$ cat config.mk
export PLATFORM = sky130hd
export DESIGN_NAME = word_length_statistics_core_flat
export DESIGN_NICKNAME = d
export VERILOG_FILES = /design/src/sv/wls_pkg.sv /design/src/sv/wls_in_if.sv /design/src/sv/wls_out_if.sv /design/src/sv/wls_datapath.sv /design/src/sv/wls_controller.sv /design/src/sv/word_length_statistics_core.sv /design/src/flat_wrapper.sv
export SDC_FILE = /design/constraint.sdc
export NUM_CORES = 1
export LEC_CHECK = 0
export BUFFER_PORTS_ARGS = -buffer_cell sky130_fd_sc_hd__buf_2
export CAP_MARGIN = 30
export CORE_ASPECT_RATIO = 1.25
export CORE_MARGIN = 2
export CORE_UTILIZATION = 57
export DETAILED_ROUTE_END_ITERATION = 10
export GPL_TIMING_DRIVEN = 0
export PLACE_DENSITY = 0.74
export SETUP_SLACK_MARGIN = 0.05
export SLEW_MARGIN = 20
export SYNTH_ARGS = -nofsm -noshare
export SYNTH_HDL_FRONTEND = slang
export SYNTH_SLANG_ARGS = --single-unit
$ cat constraint.sdc
create_clock -name clk -period 12.6 [get_ports clk]
set_input_delay 0.63 -clock clk [delete_from_list [all_inputs] [get_ports clk]]
set_output_delay 0.63 -clock clk [all_outputs]
set_load 0.05 [all_outputs]
$ cat src/sv/wls_pkg.sv
package wls_pkg;

	// Byte codes that end a word: every code above SEP_LO and below SEP_HI, newline, terminator
	localparam logic [7:0] SEP_LO   = 8'd31;
	localparam logic [7:0] SEP_HI   = 8'd65;
	localparam logic [7:0] CHAR_NL  = 8'd10;
	localparam logic [7:0] CHAR_NUL = 8'd0;

	// Width of the Q8.8 results and of the fraction bits of the variance
	localparam int Q_W    = 16;
	localparam int FRAC_W = 16;
	localparam int MFRAC_W = 8;

	// Commands from the controller to the datapath
	typedef struct packed {
		logic byte_en;
		logic clear;
		logic mul_load;
		logic mul_step;
		logic div_load;
		logic div_step;
		logic mean_step;
		logic sqrt_load;
		logic sqrt_step;
		logic emit;
	} dp_cmd_t;

	// Status from the datapath to the controller
	typedef struct packed {
		logic term;
	} dp_sts_t;

endpackage

$ cat src/sv/wls_in_if.sv
interface wls_in_if;
	logic       valid;
	logic       ready;
	logic [7:0] char_code;

	modport source (output valid, output char_code, input ready);
	modport sink (input valid, input char_code, output ready);
endinterface

$ cat src/sv/wls_out_if.sv
interface wls_out_if #(
	parameter int LEN_BITS   = 8,
	parameter int COUNT_BITS = 10
);
	logic                           valid;
	logic                           ready;
	logic [COUNT_BITS-1:0]          word_count;
	logic [LEN_BITS-1:0]            shortest;
	logic [LEN_BITS-1:0]            longest;
	logic [LEN_BITS+COUNT_BITS-1:0] total_length;
	logic [15:0]                    mean_q8;
	logic [15:0]                    stddev_q8;
	logic                           no_words;
	logic                           saturated;

	modport source (
		output valid, output word_count, output shortest, output longest,
		output total_length, output mean_q8, output stddev_q8, output no_words,
		output saturated, input ready
	);
	modport sink (
		input valid, input word_count, input shortest, input longest,
		input total_length, input mean_q8, input stddev_q8, input no_words,
		input saturated, output ready
	);
endinterface

$ cat src/sv/wls_datapath.sv
module wls_datapath #(
	parameter int LEN_BITS   = 8,
	parameter int COUNT_BITS = 10
) (
	input  logic                           clk,
	input  logic                           arst_n,
	input  wls_pkg::dp_cmd_t               cmd,
	output wls_pkg::dp_sts_t               sts,
	input  logic [7:0]                     char_code,
	output logic [COUNT_BITS-1:0]          word_count,
	output logic [LEN_BITS-1:0]            shortest,
	output logic [LEN_BITS-1:0]            longest,
	output logic [LEN_BITS+COUNT_BITS-1:0] total_length,
	output logic [wls_pkg::Q_W-1:0]        mean_q8,
	output logic [wls_pkg::Q_W-1:0]        stddev_q8,
	output logic                           no_words,
	output logic                           saturated
);

	localparam int L      = LEN_BITS;
	localparam int C      = COUNT_BITS;
	localparam int SUM_W  = L + C;
	localparam int SQS_W  = 2 * L + C;
	localparam int PROD_W = 2 * L + 2 * C;
	localparam int MSQ_W  = 2 * C;
	localparam int DW     = PROD_W + wls_pkg::FRAC_W;
	localparam int VAR_W  = 2 * L + 15;
	localparam int MD_W   = SUM_W + wls_pkg::MFRAC_W;
	localparam int MQ_W   = L + wls_pkg::MFRAC_W;
	localparam int ROOT_W = L + 8;
	localparam int SQ_W   = 2 * ROOT_W;
	localparam int SRM_W  = L + 11;
	localparam int QW     = wls_pkg::Q_W;

	// Running statistics
	logic [L-1:0]     run_q;
	logic [C-1:0]     words_q;
	logic [L-1:0]     min_q;
	logic [L-1:0]     max_q;
	logic [SUM_W-1:0] sum_q;
	logic [SQS_W-1:0] sqs_q;
	logic             ovf_q;

	// Shift-add multipliers
	logic [SUM_W-1:0]  mn_q;
	logic [SUM_W-1:0]  ms_q;
	logic [PROD_W-1:0] acc1_q;
	logic [PROD_W-1:0] acc2_q;
	logic [MSQ_W-1:0]  acc3_q;

	// Restoring dividers
	logic [DW-1:0]    dvd_q;
	logic [MSQ_W-1:0] vr_q;
	logic [VAR_W-1:0] vq_q;
	logic [MD_W-1:0]  mdv_q;
	logic [C-1:0]     mr_q;
	logic [MQ_W-1:0]  mq_q;

	// Digit-by-digit square root
	logic [SQ_W-1:0]   sv_q;
	logic [ROOT_W-1:0] root_q;
	logic [SRM_W-1:0]  srem_q;

	// Result register
	logic [C-1:0]     res_count_q;
	logic [L-1:0]     res_short_q;
	logic [L-1:0]     res_long_q;
	logic [SUM_W-1:0] res_total_q;
	logic [QW-1:0]    res_mean_q;
	logic [QW-1:0]    res_sd_q;
	logic             res_none_q;
	logic             res_sat_q;

	logic             is_sep;
	logic [2*L-1:0]   run_sq;
	logic [MSQ_W:0]   vt;
	logic [C:0]       mt;
	logic [SRM_W-1:0] st;
	logic [SRM_W-1:0] trial;
	logic [MQ_W+QW-1:0]   mq_x;
	logic [ROOT_W+QW-1:0] root_x;
	logic             have_words;

	// Classify the byte
	assign is_sep = ((char_code > wls_pkg::SEP_LO) && (char_code < wls_pkg::SEP_HI)) ||
		(char_code == wls_pkg::CHAR_NL) || (char_code == wls_pkg::CHAR_NUL);
	assign sts.term = (char_code == wls_pkg::CHAR_NUL);
	assign run_sq = run_q * run_q;

	// Update the statistics per byte, clear them when a result is captured
	always_ff @(posedge clk or negedge arst_n) begin
		if (!arst_n) begin
			run_q   <= '0;
			words_q <= '0;
			min_q   <= '1;
			max_q   <= '0;
			sum_q   <= '0;
			sqs_q   <= '0;
			ovf_q   <= 1'b0;
		end else if (cmd.clear) begin
			run_q   <= '0;
			words_q <= '0;
			min_q   <= '1;
			max_q   <= '0;
			sum_q   <= '0;
			sqs_q   <= '0;
			ovf_q   <= 1'b0;
		end else if (cmd.byte_en) begin
			if (is_sep) begin
				run_q <= '0;
				if (run_q != '0) begin
					if (&words_q) begin
						ovf_q <= 1'b1;
					end else begin
						words_q <= words_q + 1'b1;
						if (run_q < min_q)
							min_q <= run_q;
						if (run_q > max_q)
							max_q <= run_q;
						sum_q <= sum_q + SUM_W'(run_q);
						sqs_q <= sqs_q + SQS_W'(run_sq);
					end
				end
			end else if (&run_q) begin
				ovf_q <= 1'b1;
			end else begin
				run_q <= run_q + 1'b1;
			end
		end
	end

	// Step terms of the dividers and of the square root
	assign vt    = {vr_q, dvd_q[DW-1]};
	assign mt    = {mr_q, mdv_q[MD_W-1]};
	assign st    = {srem_q[SRM_W-3:0], sv_q[SQ_W-1 -: 2]};
	assign trial = SRM_W'({root_q, 2'b01});

	// Multiply, divide and take the root, one bit or digit a cycle
	always_ff @(posedge clk) begin
		if (cmd.mul_load) begin
			mn_q   <= SUM_W'(words_q);
			ms_q   <= sum_q;
			acc1_q <= '0;
			acc2_q <= '0;
			acc3_q <= '0;
		end else if (cmd.mul_step) begin
			mn_q   <= mn_q << 1;
			ms_q   <= ms_q << 1;
			acc1_q <= (acc1_q << 1) + (mn_q[SUM_W-1] ? PROD_W'(sqs_q) : '0);
			acc2_q <= (acc2_q << 1) + (ms_q[SUM_W-1] ? PROD_W'(sum_q) : '0);
			acc3_q <= (acc3_q << 1) + (mn_q[SUM_W-1] ? MSQ_W'(words_q) : '0);
		end

		if (cmd.div_load) begin
			dvd_q <= {acc1_q - acc2_q, {wls_pkg::FRAC_W{1'b0}}};
			vr_q  <= '0;
			vq_q  <= '0;
			mdv_q <= {sum_q, {wls_pkg::MFRAC_W{1'b0}}};
			mr_q  <= '0;
			mq_q  <= '0;
		end else if (cmd.div_step) begin
			dvd_q <= dvd_q << 1;
			if (vt >= {1'b0, acc3_q}) begin
				vr_q <= MSQ_W'(vt - {1'b0, acc3_q});
				vq_q <= {vq_q[VAR_W-2:0], 1'b1};
			end else begin
				vr_q <= MSQ_W'(vt);
				vq_q <= {vq_q[VAR_W-2:0], 1'b0};
			end
			if (cmd.mean_step) begin
				mdv_q <= mdv_q << 1;
				if (mt >= {1'b0, words_q}) begin
					mr_q <= C'(mt - {1'b0, words_q});
					mq_q <= {mq_q[MQ_W-2:0], 1'b1};
				end else begin
					mr_q <= C'(mt);
					mq_q <= {mq_q[MQ_W-2:0], 1'b0};
				end
			end
		end

		if (cmd.sqrt_load) begin
			sv_q   <= SQ_W'(vq_q);
			root_q <= '0;
			srem_q <= '0;
		end else if (cmd.sqrt_step) begin
			sv_q <= sv_q << 2;
			if (st >= trial) begin
				srem_q <= st - trial;
				root_q <= {root_q[ROOT_W-2:0], 1'b1};
			end else begin
				srem_q <= st;
				root_q <= {root_q[ROOT_W-2:0], 1'b0};
			end
		end
	end

	// Saturate mean and deviation to the Q8.8 range
	assign have_words = (words_q != '0);
	assign mq_x   = {{QW{1'b0}}, mq_q};
	assign root_x = {{QW{1'b0}}, root_q};

	// Capture the result
	always_ff @(posedge clk) begin
		if (cmd.emit) begin
			res_count_q <= words_q;
			res_short_q <= have_words ? min_q : '0;
			res_long_q  <= have_words ? max_q : '0;
			res_total_q <= sum_q;
			res_none_q  <= !have_words;
			res_sat_q   <= ovf_q;
			if (!have_words)
				res_mean_q <= '0;
			else if (mq_x[MQ_W+QW-1:QW] != '0)
				res_mean_q <= '1;
			else
				res_mean_q <= mq_x[QW-1:0];
			if (!have_words)
				res_sd_q <= '0;
			else if (root_x[ROOT_W+QW-1:QW] != '0)
				res_sd_q <= '1;
			else
				res_sd_q <= root_x[QW-1:0];
		end
	end

	assign word_count   = res_count_q;
	assign shortest     = res_short_q;
	assign longest      = res_long_q;
	assign total_length = res_total_q;
	assign mean_q8      = res_mean_q;
	assign stddev_q8    = res_sd_q;
	assign no_words     = res_none_q;
	assign saturated    = res_sat_q;

endmodule

$ cat src/sv/wls_controller.sv
module wls_controller #(
	parameter int LEN_BITS   = 8,
	parameter int COUNT_BITS = 10
) (
	input  logic              clk,
	input  logic              arst_n,
	input  logic              in_valid,
	output logic              in_ready,
	output logic              out_valid,
	input  logic              out_ready,
	input  wls_pkg::dp_sts_t  sts,
	output wls_pkg::dp_cmd_t  cmd
);

	localparam int SUM_W  = LEN_BITS + COUNT_BITS;
	localparam int DW     = 2 * LEN_BITS + 2 * COUNT_BITS + wls_pkg::FRAC_W;
	localparam int MD_W   = SUM_W + wls_pkg::MFRAC_W;
	localparam int ROOT_W = LEN_BITS + 8;
	localparam int CNT_W  = $clog2(DW + 1);

	typedef enum logic [2:0] {
		ST_IDLE,
		ST_MUL,
		ST_DIV,
		ST_SQRT,
		ST_EMIT
	} state_t;

	state_t             state_q;
	logic [CNT_W-1:0]   cnt_q;
	logic               out_valid_q;
	logic               accept;
	logic               out_free;

	assign in_ready  = (state_q == ST_IDLE);
	assign out_valid = out_valid_q;
	assign accept    = in_valid && in_ready;
	assign out_free  = !out_valid_q || out_ready;

	// Decode commands from state and step count
	always_comb begin
		cmd = '0;
		unique case (state_q)
			ST_IDLE: begin
				cmd.byte_en = accept;
			end
			ST_MUL: begin
				cmd.mul_load = (cnt_q == '0);
				cmd.mul_step = (cnt_q != '0);
			end
			ST_DIV: begin
				cmd.div_load  = (cnt_q == '0);
				cmd.div_step  = (cnt_q != '0);
				cmd.mean_step = (cnt_q != '0) && (cnt_q <= CNT_W'(MD_W));
			end
			ST_SQRT: begin
				cmd.sqrt_load = (cnt_q == '0);
				cmd.sqrt_step = (cnt_q != '0);
			end
			ST_EMIT: begin
				cmd.emit  = out_free;
				cmd.clear = out_free;
			end
			default: begin
				cmd = '0;
			end
		endcase
	end

	// Sequence the phases and hold the result valid flag
	always_ff @(posedge clk or negedge arst_n) begin
		if (!arst_n) begin
			state_q     <= ST_IDLE;
			cnt_q       <= '0;
			out_valid_q <= 1'b0;
		end else begin
			if (out_valid_q && out_ready && state_q != ST_EMIT)
				out_valid_q <= 1'b0;
			unique case (state_q)
				ST_IDLE: begin
					cnt_q <= '0;
					if (accept && sts.term)
						state_q <= ST_MUL;
				end
				ST_MUL: begin
					if (cnt_q == CNT_W'(SUM_W)) begin
						cnt_q   <= '0;
						state_q <= ST_DIV;
					end else begin
						cnt_q <= cnt_q + 1'b1;
					end
				end
				ST_DIV: begin
					if (cnt_q == CNT_W'(DW)) begin
						cnt_q   <= '0;
						state_q <= ST_SQRT;
					end else begin
						cnt_q <= cnt_q + 1'b1;
					end
				end
				ST_SQRT: begin
					if (cnt_q == CNT_W'(ROOT_W)) begin
						cnt_q   <= '0;
						state_q <= ST_EMIT;
					end else begin
						cnt_q <= cnt_q + 1'b1;
					end
				end
				ST_EMIT: begin
					if (out_free) begin
						out_valid_q <= 1'b1;
						state_q     <= ST_IDLE;
					end
				end
				default: begin
					state_q <= ST_IDLE;
				end
			endcase
		end
	end

endmodule

$ cat src/sv/word_length_statistics_core.sv
// Channel | Dir | Handshake     | Payload
// text    | in  | valid / ready | char_code
// stats   | out | valid / ready | word_count, shortest, longest, total_length,
//         |     |               | mean_q8, stddev_q8, no_words, saturated
//
// Text bytes other than the terminator stream back to back while the block is idle.
// After the terminator, text.ready stays low through the multiply, divide, root and
// emit phases; stats.valid rises as the result is captured in the result register.
// The result register lets the next sentence stream in while a result waits;
// a second result holds text.ready low until the register empties.
// Reset (arst_n low) clears the running statistics and drops stats.valid.
module word_length_statistics_core #(
	parameter int LEN_BITS   = 8,
	parameter int COUNT_BITS = 10
) (
	input logic         clk,
	input logic         arst_n,
	wls_in_if.sink      text,
	wls_out_if.source   stats
);

	wls_pkg::dp_cmd_t cmd;
	wls_pkg::dp_sts_t sts;

	// Sequence the sentence and result transactions
	wls_controller #(
		.LEN_BITS   (LEN_BITS),
		.COUNT_BITS (COUNT_BITS)
	) u_ctrl (
		.clk       (clk),
		.arst_n    (arst_n),
		.in_valid  (text.valid),
		.in_ready  (text.ready),
		.out_valid (stats.valid),
		.out_ready (stats.ready),
		.sts       (sts),
		.cmd       (cmd)
	);

	// Gather statistics and work out mean and deviation
	wls_datapath #(
		.LEN_BITS   (LEN_BITS),
		.COUNT_BITS (COUNT_BITS)
	) u_dp (
		.clk          (clk),
		.arst_n       (arst_n),
		.cmd          (cmd),
		.sts          (sts),
		.char_code    (text.char_code),
		.word_count   (stats.word_count),
		.shortest     (stats.shortest),
		.longest      (stats.longest),
		.total_length (stats.total_length),
		.mean_q8      (stats.mean_q8),
		.stddev_q8    (stats.stddev_q8),
		.no_words     (stats.no_words),
		.saturated    (stats.saturated)
	);

endmodule

$ cat src/flat_wrapper.sv
// flat-port wrapper written by rule: the top's interface ports become plain ports
module word_length_statistics_core_flat 
#(
	parameter int LEN_BITS   = 8,
	parameter int COUNT_BITS = 10
)
  (clk, arst_n, text_valid, text_char_code, text_ready, stats_valid, stats_word_count, stats_shortest, stats_longest, stats_total_length, stats_mean_q8, stats_stddev_q8, stats_no_words, stats_saturated, stats_ready);
  wls_in_if text_i ();
  wls_out_if #(.LEN_BITS(LEN_BITS), .COUNT_BITS(COUNT_BITS)) stats_i ();
  input logic clk;
  input logic arst_n;
  input wire logic [$bits(text_i.valid)-1:0] text_valid;
  input wire logic [$bits(text_i.char_code)-1:0] text_char_code;
  output wire logic [$bits(text_i.ready)-1:0] text_ready;
  output wire logic [$bits(stats_i.valid)-1:0] stats_valid;
  output wire logic [$bits(stats_i.word_count)-1:0] stats_word_count;
  output wire logic [$bits(stats_i.shortest)-1:0] stats_shortest;
  output wire logic [$bits(stats_i.longest)-1:0] stats_longest;
  output wire logic [$bits(stats_i.total_length)-1:0] stats_total_length;
  output wire logic [$bits(stats_i.mean_q8)-1:0] stats_mean_q8;
  output wire logic [$bits(stats_i.stddev_q8)-1:0] stats_stddev_q8;
  output wire logic [$bits(stats_i.no_words)-1:0] stats_no_words;
  output wire logic [$bits(stats_i.saturated)-1:0] stats_saturated;
  input wire logic [$bits(stats_i.ready)-1:0] stats_ready;
  assign text_i.valid = text_valid;
  assign text_i.char_code = text_char_code;
  assign text_ready = text_i.ready;
  assign stats_valid = stats_i.valid;
  assign stats_word_count = stats_i.word_count;
  assign stats_shortest = stats_i.shortest;
  assign stats_longest = stats_i.longest;
  assign stats_total_length = stats_i.total_length;
  assign stats_mean_q8 = stats_i.mean_q8;
  assign stats_stddev_q8 = stats_i.stddev_q8;
  assign stats_no_words = stats_i.no_words;
  assign stats_saturated = stats_i.saturated;
  assign stats_i.ready = stats_ready;
  word_length_statistics_core #(.LEN_BITS(LEN_BITS), .COUNT_BITS(COUNT_BITS)) u_core (.clk(clk), .arst_n(arst_n), .text(text_i), .stats(stats_i));
endmodule
==> results.sh, run 1 <==
export IMPL_critPathRequiredTime_ns=13.04
export IMPL_async_reset_ff_frac=0.181
export IMPL_drt_wl_total_um=77000
export IMPL_power_density_nw_per_um2=279
export IMPL_clkSinkCount=491
export IMPL_start_util=0.575
export IMPL_path_class="reg2reg"
export IMPL_ant_nets=0
export IMPL_place_congestion=0.962
export IMPL_vias=23500
export IMPL_port_buffers=91
export IMPL_rows=92
export IMPL_max_freq_ghz=0.158
export IMPL_critPathArrivalTime_ns=6.76
export IMPL_synth_area_top_cells="edfxtp_1, dfxtp_1, ha_1"
export IMPL_cts_root_buf="clkbuf_16"
export IMPL_synth_edf_count=191
export IMPL_vias_per_cell=5.93
export IMPL_intPower_mw=5.02
export IMPL_layout_cells_non_filler=3964
export IMPL_postCtsResizedCells=0
export IMPL_p_sw_mw=3.96
export IMPL_setup_violations=0
export IMPL_ys_seq_area_frac=0.422
export IMPL_boundaryPins=92
export IMPL_cts_tree="done"
export IMPL_grt_pass1_wl_um=122000
export IMPL_layout_drive_gt1_share=0.0850
export IMPL_first_pass_iters=5
export IMPL_switching_share=0.441
export IMPL_antenna_found_initial=1
export IMPL_p_comb_frac=0.536
export IMPL_ir_drop_uv=142
export IMPL_syn_nets=3373
export IMPL_die_h_um=256
export IMPL_grt_max_degree=75
export IMPL_total_leakage_power_nw=13.6
export IMPL_drc=0
export IMPL_synth_top_area_frac=0.199
export IMPL_yosys_top_cells_count="nand2_1, inv_1, dfxtp_1, ha_1, edfxtp_1"
export IMPL_synth_most_common_cell="nand2_1"
export IMPL_grt_overflow_total=0
export IMPL_finalClockSkew_ns=0.0333
export IMPL_hpwlAfterDp_um=58300
export IMPL_cts_htree_levels=2
export IMPL_tns_ns=0
export IMPL_crit_fanout=10
export IMPL_cp_end_kind="register"
export IMPL_yosys_warnings=0
export IMPL_syn_inst=3110
export IMPL_final_core_util=0.640
export IMPL_fin_nets=3527
export IMPL_seq_power_share=0.284
export IMPL_post_drt_wl_per_cell_um=19.4
export IMPL_hp_class="in2async"
export IMPL_syn_to_final_growth_pct=11.3
export IMPL_cts_hold_buf=1
export IMPL_cap_violations=0
export IMPL_coreArea_um2=50200
export IMPL_p_clk_frac=0.180
export IMPL_path_clk_slew_ns=0.06
export IMPL_globalRouteTotalUtil=0.294
export IMPL_diodes=0
export IMPL_die_x_um=205
export IMPL_outcome="complete, no violations"
export IMPL_cts_max_path_buffers=3
export IMPL_drt_iter0_drc=1398
export IMPL_fin_crit_sh=0.501
export IMPL_die_area_um2=52500
export IMPL_final_hold_viol_count=0
export IMPL_clock_latency_ns=0.62
export IMPL_grt_pass1_vias=23600
export IMPL_grt_setup_unrepaired="no"
export IMPL_finalCriticalPeriod_ns=6.32
export IMPL_ys_types=87
export IMPL_yosysTopAreaCell="edfxtp_1"
export IMPL_worstMarginPinSlew_ns=1.03
export IMPL_cts_setup_buffers=0
export IMPL_ys_ff_latch=491
export IMPL_cp_start_kind="register"
export IMPL_synth_top_flop_cell="dfxtp_1"
export IMPL_cts_buffers=50
export IMPL_slew_viol_final=0
export IMPL_syn_avg_cell_area_um2=9.28
export IMPL_relSlewSlack=0.314
export IMPL_dpl_cell_count=3867
export IMPL_syn_area_um2=28900
## layout make-up
cell class                      count  area (um^2)
Inverter                          230          863
Fill cell                        4167        18000
Multi-Input combinational cell   2260        15300
Timing Repair Buffer              102          641
Clock buffer                       63         1400
Clock inverter                     31          392
Sequential cell                   491        12200
Buffer                            129          503
Tap cell                          658          823
## worst paths after layout
check,startpoint,to,slack (ns),cells after the start
max in group asynchronous,arst_n,u_core.u_dp.sqs_q[17],11.54,3
hold / removal,arst_n,u_core.u_dp.max_q[2],0.41,2
min in group clk,u_core.u_dp.vq_q[30],u_core.u_dp.vq_q[30],0.45,2
hold reg to reg,u_core.u_dp.vq_q[30],u_core.u_dp.vq_q[30],0.45,2
setup / recovery,u_core.u_dp.run_q[2],u_core.u_dp.sqs_q[20],6.28,19
setup reg to reg,u_core.u_dp.run_q[2],u_core.u_dp.sqs_q[20],6.28,19
## power groups by stage
| stage | logic (mW) | clock network [mW] | registers [mW] |
|---|---|---|---|
| 3_3_place_gp | 4.58 | 0 | 2.57 |
| 3_5_place_dp | 4.75 | 0 | 2.57 |
| 5_1_grt | 5.32 | 1.70 | 2.59 |
| 2_1_floorplan | 3.49 | 0 | 2.57 |
| 6_report | 4.82 | 1.62 | 2.55 |
| 4_1_cts | 4.79 | 1.64 | 2.54 |
## critical path, cell delays in order (launching register included)
cell	delay (ns)
dfrtp_1	0.64
clkbuf_1	0.57
nand2_1	0.21
xnor2_1	0.17
ha_1	0.18
a21o_1	0.20
fa_1	0.51
fa_1	0.54
inv_1	0.05
fa_1	0.52
inv_1	0.04
ha_1	0.34
a2111oi_0	0.44
o21ai_1	0.21
a31oi_1	0.30
o31ai_1	0.16
o41ai_1	0.68
nor3b_1	0.15
xnor2_1	0.17
nor2_1	0.05
## cell families after synthesis
logic type / Yosys count / share of synthesized area
AOI/OAI and AO/OA: 721 / 0.159
adders and majority gates: 251 / 0.120
buffers and inverters: 359 / 0.0471
and+or+nand+nor: 1036 / 0.169
muxes: 75 / 0.0280
DFF: 491 / 0.422
xor gates and xnor gates: 177 / 0.0537
## placed cells by master, fill, tap and decap left out, types with 36 or more instances in the layout
cell,synthesis,final
a21o_1,60,60
a21oi_1,141,141
and2_1,90,90
buf_2,9,103
clkbuf_1,101,105
clkbuf_16,0,53
dfrtp_1,81,81
dfxtp_1,211,211
edfxtp_1,191,191
fa_1,44,44
ha_1,207,207
inv_1,226,226
mux2_2,47,47
nand2_1,424,424
nand2b_1,36,36
nand3_1,116,116
nand4_1,40,40
nor2_1,174,174
o21ai_0,142,142
o21ai_1,97,96
o22ai_1,36,36
o31ai_1,36,36
xnor2_1,127,127
xor2_1,50,50
## flip-flops by register name (all words and copies together), names as in the netlist, 20 cells and up
| signal | cells |
|---|---|
| u_core.u_dp.vq_q | 31 |
| u_core.u_dp.acc3_q | 20 |
| u_core.u_dp.acc2_q | 36 |
| u_core.u_dp.sqs_q | 26 |
| u_core.u_dp.acc1_q | 36 |
| u_core.u_dp.sv_q | 32 |
| u_core.u_dp.vr_q | 20 |
| u_core.u_dp.dvd_q | 36 |
## stage by stage
step,area (um^2),hold slack (ns),power [mW],setup slack (ns)
2_1_floorplan,28900,0.334,6.06,7.42
3_3_place_gp,30100,0.424,7.14,6.45
3_5_place_dp,30300,0.435,7.32,6.33
4_1_cts,32100,0.384,8.96,6.30
5_1_grt,32100,0.418,9.62,5.70
6_report,32100,0.409,8.98,6.28
## routing by layer
layer  GRT usage  wire, um
met5           0        13
met4       0.144      3900
met3      0.0434      4040
met2       0.529     39500
met1       0.338     29600
No activity file was read; power rests on OpenSTA's default activity.
==> inputs of run 2 (changes only) <==
--- a/config.mk
+++ b/config.mk
@@ -12,7 +12,7 @@
 export CORE_UTILIZATION = 57
 export DETAILED_ROUTE_END_ITERATION = 10
 export GPL_TIMING_DRIVEN = 0
-export PLACE_DENSITY = 0.74
+export PLACE_DENSITY = 0.77
 export SETUP_SLACK_MARGIN = 0.05
 export SLEW_MARGIN = 20
 export SYNTH_ARGS = -nofsm -noshare
==> constraint.sdc (replaced) <==
create_clock -name clk -period 5.4 [get_ports clk]
set_input_delay 0.27 -clock clk [delete_from_list [all_inputs] [get_ports clk]]
set_output_delay 0.27 -clock clk [all_outputs]
set_load 0.05 [all_outputs]
==> results.sh, run 2 (synthesis gave the netlist of run 1 again) <==
export IMPL_r2r_start="u_core.u_dp.run_q[7]"
export IMPL_hpwlAfterDp_um=57600
export IMPL_drt_met1_wl_um=29400
export IMPL_hold_depth=3
export IMPL_cts_root_buf="clkbuf_16"
export IMPL_final_hold_viol_count=0
export IMPL_finalClockSkew_ns=0.0402
export IMPL_clkSinkCount=491
export IMPL_die_h_um=256
export IMPL_fin_crit_sh=0.979
export IMPL_grt_pass1_vias=23700
export IMPL_diodes=0
export IMPL_r2r_end="u_core.u_dp.sqs_q[18]"
export IMPL_ant_nets=0
export IMPL_slew_viol_final=0
export IMPL_cap_violations=0
export IMPL_port_buffers=91
export IMPL_die_area_um2=52500
export IMPL_pre_cts_ws_ns=-0.905
export IMPL_cp_slowest_cell="fa_1"
export IMPL_p_comb_frac=0.545
export IMPL_finalCriticalPeriod_ns=5.29
export IMPL_rrSetupSlack_ns=0.11
export IMPL_total_leakage_power_nw=13.8
export IMPL_hp_class="in2reg"
export IMPL_first_pass_iters=9
export IMPL_die_x_um=205
export IMPL_cp_start_kind="register"
export IMPL_final_core_util=0.651
export IMPL_setup_violations=0
export IMPL_topRoutingLayerUsed="met4"
export IMPL_wl_met3_um=4610
export IMPL_path_class="reg2reg"
export IMPL_power_density_nw_per_um2=654
export IMPL_vias=24100
export IMPL_path_clk_slew_ns=0.07
export IMPL_worst_r2r_cell_count=22
export IMPL_ff_latch_area_um2=12200
export IMPL_grt_overflow_total=0
export IMPL_place_congestion=0.978
export IMPL_cts_tree="done"
export IMPL_cp_end_kind="register"
export IMPL_grt_max_degree=48
export IMPL_worst_slack_ns=0.113
export IMPL_max_freq_ghz=0.189
export IMPL_mostFrequentLayoutCells="nand2_1, inv_1, dfxtp_1"
export IMPL_syn_to_final_growth_pct=13.1
export IMPL_drc=2
export IMPL_wl_met2_um=39600
export IMPL_fin_nets=3554
export IMPL_cts_max_path_buffers=3
export IMPL_layout_drive_gt1_share=0.107
export IMPL_post_drt_wl_per_cell_um=19.6
export IMPL_p_sw_mw=9.42
export IMPL_multi_input_area_um2=15600
export IMPL_clock_latency_ns=0.63
export IMPL_holdPathEnd="u_core.u_ctrl.state_q[0]"
export IMPL_vias_per_cell=6.03
export IMPL_crit_fanout=6
export IMPL_largest_registers="u_core.u_dp.acc1_q: 36 flops, u_core.u_dp.acc2_q: 36 flops, u_core.u_dp.dvd_q: 36 flops"
export IMPL_seq_power_share=0.278
export IMPL_drt_iter0_drc=1823
export IMPL_intPower_mw=12.0
export IMPL_outcome="complete, but fails checks"
export IMPL_switching_share=0.441
export IMPL_layout_commonest_cell="nand2_1"
export IMPL_p_clk_frac=0.177
export IMPL_grt_pass1_wl_um=121000
export IMPL_coreArea_um2=50200
export IMPL_globalRouteTotalUtil=0.290
export IMPL_critPathRequiredTime_ns=5.84
export IMPL_hold_start="text_valid"
export IMPL_boundaryPins=92
export IMPL_rows=92
export IMPL_cts_buffers=49
export IMPL_worstMarginPinSlew_ns=1.10
export IMPL_drt_wl_total_um=78100
export IMPL_antenna_found_initial=0
export IMPL_start_util=0.575
export IMPL_relSlewSlack=0.269
export IMPL_violations="design-rule violations"
export IMPL_max_stage_delay_ns=0.53
export IMPL_fill_cells=3926
export IMPL_critPathArrivalTime_ns=5.73
export IMPL_cts_htree_levels=2
export IMPL_ir_drop_uv=332
export IMPL_path_cells="clkbuf_16, clkinvlp_4, buf_6, nor2_4, xnor2_1, ha_1, a21o_1, fa_2, fa_1, inv_1, fa_1, inv_1, ha_4, a2111oi_4, o21ai_1, a31oi_4, o31ai_4, o41ai_2, buf_4, nor2_1, xnor2_1, nor2_1"
run 2: cell types whose count changed in the layout (fill, tap and decap cells not counted), sizes merged, moves of 2 or more:
cell    before  now
buf        128  158
clkbuf     164  166
bufinv       7    9
inv        236  228
run 2: final cells by class:
cell class | count | share of cell area
clock buffer | 66 | 0.0425
tap | 658 | 0.0252
inverter | 230 | 0.0268
timing repair buffer | 130 | 0.0256
multi-input combinational | 2260 | 0.477
sequential | 491 | 0.374
buffer | 129 | 0.0172
clock inverter | 25 | 0.0120
run 2: power by group through the flow:
stage | Sequential [mW] | Clock [mW] | Combinational [mW]
2_1_floorplan | 5.98 | 0 | 8.15
3_3_place_gp | 6.00 | 0 | 10.6
3_5_place_dp | 6.01 | 0 | 11.0
4_1_cts | 5.92 | 3.80 | 11.2
5_1_grt | 6.04 | 3.95 | 12.8
6_report | 5.94 | 3.77 | 11.7
run 2: how the worst max path moves through the flow:
stage                                    start                    end  slack (ns)  depth (start not counted)
after floorplan           u_core.u_dp.run_q[2]  u_core.u_dp.sqs_q[20]        0.22                         17
after global placement    u_core.u_dp.run_q[2]  u_core.u_dp.sqs_q[20]       -0.79                         17
after detailed placement  u_core.u_dp.run_q[7]  u_core.u_dp.sqs_q[20]       -0.90                         20
after CTS                 u_core.u_dp.run_q[7]  u_core.u_dp.sqs_q[21]        0.05                         20
after global routing      u_core.u_dp.run_q[7]  u_core.u_dp.sqs_q[20]       -0.06                         22
final                     u_core.u_dp.run_q[7]  u_core.u_dp.sqs_q[18]        0.11                         22
run 2: timing repair:
| item | in CTS | in global routing |
|---|---|---|
| pin swaps | 6 | 28 |
| hold endpoints to repair | 36 | 0 |
| gates cloned | 0 | 1 |
| setup endpoints to repair | 14 | 9 |
| gates resized for setup | 46 | 38 |
| hold buffers | 1 | 0 |
| setup buffers | 15 | 14 |
run 2: worst max-delay path, delay by kind of cell (launching register included):
| family | cells | cell delay (ns) |
|---|---|---|
| AO/OA/AOI/OAI | 6 | 1.48 |
| flip-flops | 1 | 0.42 |
| AND/OR/NAND/NOR | 3 | 0.23 |
| adder cells (fa/ha/maj) | 5 | 1.93 |
| buffers and inverters | 6 | 0.79 |
| XOR/XNOR | 2 | 0.25 |
run 2: metal layers:
| metal | global-route usage | up-vias |
|---|---|---|
| met5 | 0 | - |
| met4 | 0.159 | 0 |
| met3 | 0.0449 | 280 |
| met2 | 0.515 | 851 |
| met1 | 0.330 | 11600 |
| li1 | - | 11300 |
run 2: per-stage QoR:
stage                     TNS [ns]  cells  cell area [um^2]  total power [mW]  hold slack [ns]
final                            0   3989             32700              21.4           0.0551
after global placement      -55.88   3859             30100              16.6            0.423
after global routing        -0.116   3989             32700              22.7           0.0907
after floorplan                  0   3110             28900              14.1          -0.0256
after detailed placement     -7.76   3865             30300              17.0            0.316
after CTS                        0   3972             32300              20.9           0.0406
==> inputs of run 3 (changes only) <==
--- a/config.mk
+++ b/config.mk
@@ -17,4 +17,5 @@
 export SLEW_MARGIN = 20
 export SYNTH_ARGS = -nofsm -noshare
 export SYNTH_HDL_FRONTEND = slang
+export SYNTH_HIERARCHICAL = 1
 export SYNTH_SLANG_ARGS = --single-unit
==> results.sh, run 3 <==
export IMPL_die_area_um2=53500
export IMPL_ant_nets=0
export IMPL_max_stage_delay_ns=0.54
export IMPL_cts_htree_levels=2
export IMPL_finalClockSkew_ns=0.0451
export IMPL_cts_root_buf="clkbuf_16"
export IMPL_critPathRequiredTime_ns=5.85
export IMPL_outcome="complete, no violations"
export IMPL_critPathArrivalTime_ns=5.60
export IMPL_ir_drop_uv=335
export IMPL_cp_start_kind="register"
export IMPL_start_util=0.574
export IMPL_async_reset_ff_frac=0.181
export IMPL_path_cells="buf_12, clkinvlp_4, nor2_4, fa_1, fa_1, inv_1, fa_1, fa_1, inv_1, ha_1, o21a_1, o31a_1, o41ai_4, o31ai_2, o41a_1, nand4_1, xor2_1, nor2_1"
export IMPL_vias_per_cell=5.96
export IMPL_ys_types=95
export IMPL_ys_ff_latch=491
export IMPL_placed_area_um2=30900
export IMPL_max_freq_ghz=0.194
export IMPL_crit_fanout=6
export IMPL_finalCriticalPeriod_ns=5.15
export IMPL_grt_overflow_total=0
export IMPL_synth_top_area_frac=0.195
export IMPL_first_pass_iters=5
export IMPL_r2r_start="u_core/u_dp/run_q[5]"
export IMPL_mostFrequentLayoutCells="nor2_1, inv_1, dfxtp_1"
export IMPL_hp_class="in2reg"
export IMPL_syn_to_final_growth_pct=11.7
export IMPL_cts_tree="done"
export IMPL_globalRouteTotalUtil=0.277
export IMPL_path_clk_slew_ns=0.06
export IMPL_grt_pass1_wl_um=121000
export IMPL_layout_drive_gt1_share=0.119
export IMPL_coreArea_um2=51300
export IMPL_grt_setup_unrepaired="no"
export IMPL_cp_slowest_cell="fa_1"
export IMPL_fin_crit_sh=0.953
export IMPL_drt_wl_total_um=75800
export IMPL_clock_latency_ns=0.63
export IMPL_setup_violations=0
export IMPL_synth_most_common_cell="nor2_1"
export IMPL_vias=23300
export IMPL_synth_top_flop_cell="dfxtp_1"
export IMPL_die_h_um=258
export IMPL_power_density_nw_per_um2=340
export IMPL_yosysTopAreaCell="edfxtp_1"
export IMPL_worstMarginPinSlew_ns=1.09
export IMPL_syn_area_um2=29400
export IMPL_grt_max_degree=46
export IMPL_worstSetupStartpoint="u_core/u_dp/run_q[5]"
export IMPL_antenna_found_initial=0
export IMPL_yosys_top_cells_count="nor2_1, inv_1, dfxtp_1, ha_1, edfxtp_1"
export IMPL_final_hold_viol_count=0
export IMPL_synth_edf_count=191
export IMPL_cts_buffers=50
export IMPL_synth_area_top_cells="edfxtp_1, dfxtp_1, ha_1"
export IMPL_p_total_mw=11.2
export IMPL_cts_max_path_buffers=3
export IMPL_hpwlAfterDp_um=56800
export IMPL_slew_viol_final=0
export IMPL_cp_end_kind="register"
export IMPL_place_congestion=0.940
export IMPL_hold_start="text_char_code[7]"
export IMPL_fin_nets=3467
export IMPL_boundaryPins=92
export IMPL_die_x_um=207
export IMPL_drc=0
export IMPL_rows=93
export IMPL_ys_seq_area_frac=0.414
export IMPL_cp_num_buf_inv=4
export IMPL_syn_avg_cell_area_um2=9.74
export IMPL_largest_registers="u_core/u_dp/acc1_q: 36 flops, u_core/u_dp/acc2_q: 36 flops, u_core/u_dp/dvd_q: 36 flops"
export IMPL_cap_violations=0
export IMPL_drt_iter0_drc=1318
export IMPL_total_leakage_power_nw=13.2
export IMPL_path_class="reg2reg"
export IMPL_crit_family="adder cells"
export IMPL_relSlewSlack=0.271
export IMPL_cp_common_cell="fa_1"
export IMPL_yosys_warnings=6
export IMPL_grt_pass1_vias=23700
export IMPL_post_drt_wl_per_cell_um=19.4
export IMPL_syn_inst=3023
export IMPL_layout_cells_non_filler=3910
export IMPL_layout_commonest_cell="nor2_1"
export IMPL_port_buffers=91
export IMPL_syn_nets=3286
export IMPL_dpl_cell_count=3785
export IMPL_diodes=0
export IMPL_clkSinkCount=491
export IMPL_final_cell_area_um2=32900
==> run 3: cell count changes in the layout (fill, tap and decap cells not counted), sizes merged, moves of 14 or more <==
| cell | delta |
|---|---|
| o21ai | -126 |
| nor3 | +15 |
| nor2 | +151 |
| nand3 | -55 |
| a211oi | +43 |
| nand2 | -237 |
| o31ai | -25 |
| a21oi | +22 |
| xor2 | +14 |
| mux2i | +86 |
| mux2 | +49 |
==> run 3: final cells by class <==
| class | instances | area (um^2) |
|---|---|---|
| Fill cell | 4065 | 18400 |
| Multi-Input combinational cell | 2164 | 15900 |
| Sequential cell | 491 | 12200 |
| Clock buffer | 68 | 1380 |
| Inverter | 242 | 916 |
| Timing Repair Buffer | 130 | 872 |
| Tap cell | 665 | 832 |
| Buffer | 125 | 553 |
| Clock inverter | 25 | 216 |
==> run 3: worst reg2reg max path, delay by kind of cell, from the launching register on <==
family	cells	cell delay (ns)
fa+ha+maj	5	2.31
simple gates	3	0.33
flops	1	0.46
xor+xnor	1	0.16
buf+inv	4	0.40
compound gates	5	1.31
==> run 3: where the power goes <==
| part | switching [mW] | internal, mW |
|---|---|---|
| clock network | 1.51 | 1.86 |
| registers | 0.271 | 4.11 |
| logic | 2.01 | 1.43 |
==> run 3: metal layers <==
layer  wire (um)  GRT usage
met1       29600      0.312
met2       38800      0.513
met3        3420     0.0339
met4        3960      0.144
met5           0          0
==> run 3: logic make-up after synthesis <==
| family | count (synthesis) | synth area share |
|---|---|---|
| fa+ha+maj | 251 | 0.118 |
| mux | 210 | 0.0755 |
| compound gates | 628 | 0.144 |
| flops | 491 | 0.414 |
| xor+xnor | 192 | 0.0571 |
| simple gates | 883 | 0.143 |
| buf+inv | 368 | 0.0479 |
==> run 3: metrics by stage <==
step / utilization / setup slack (ns) / TNS (ns) / hold WS, ns
floorplan: - / 0.338 / 0 / -0.0256
global placement: 0.599 / -1.62 / -85.93 / 0.449
detailed placement: 0.602 / -0.806 / -8.42 / 0.223
CTS: 0.635 / 0.0534 / 0 / 0.0553
global route: 0.641 / 0.0451 / 0 / 0.110
finish: 0.641 / 0.252 / 0 / 0.103
==> run 3: path summary, 6_finish.rpt <==
kind / to / slack [ns] / cells after the start
min in group asynchronous: u_core/u_dp/max_q[4] / 0.14 / 2
max in group asynchronous: u_core/u_dp/min_q[3] / 4.63 / 3
hold / removal: u_core/u_dp/run_q[2] / 0.10 / 3
setup / recovery: u_core/u_dp/sqs_q[20] / 0.25 / 18
setup reg to reg: u_core/u_dp/sqs_q[20] / 0.25 / 18
hold reg to reg: u_core/u_dp/acc2_q[35] / 0.46 / 2
==> run 3: repair_timing <==
action | 4_1_cts | 5_1_grt
gates resized for setup | 27 | 26
cloned | 0 | 0
hold buffers | 2 | 0
buffers inserted | 0 | 31
setup endpoints to repair | 16 | 11
endpoints found under the hold margin | 88 | 0
pin swaps | 0 | 5
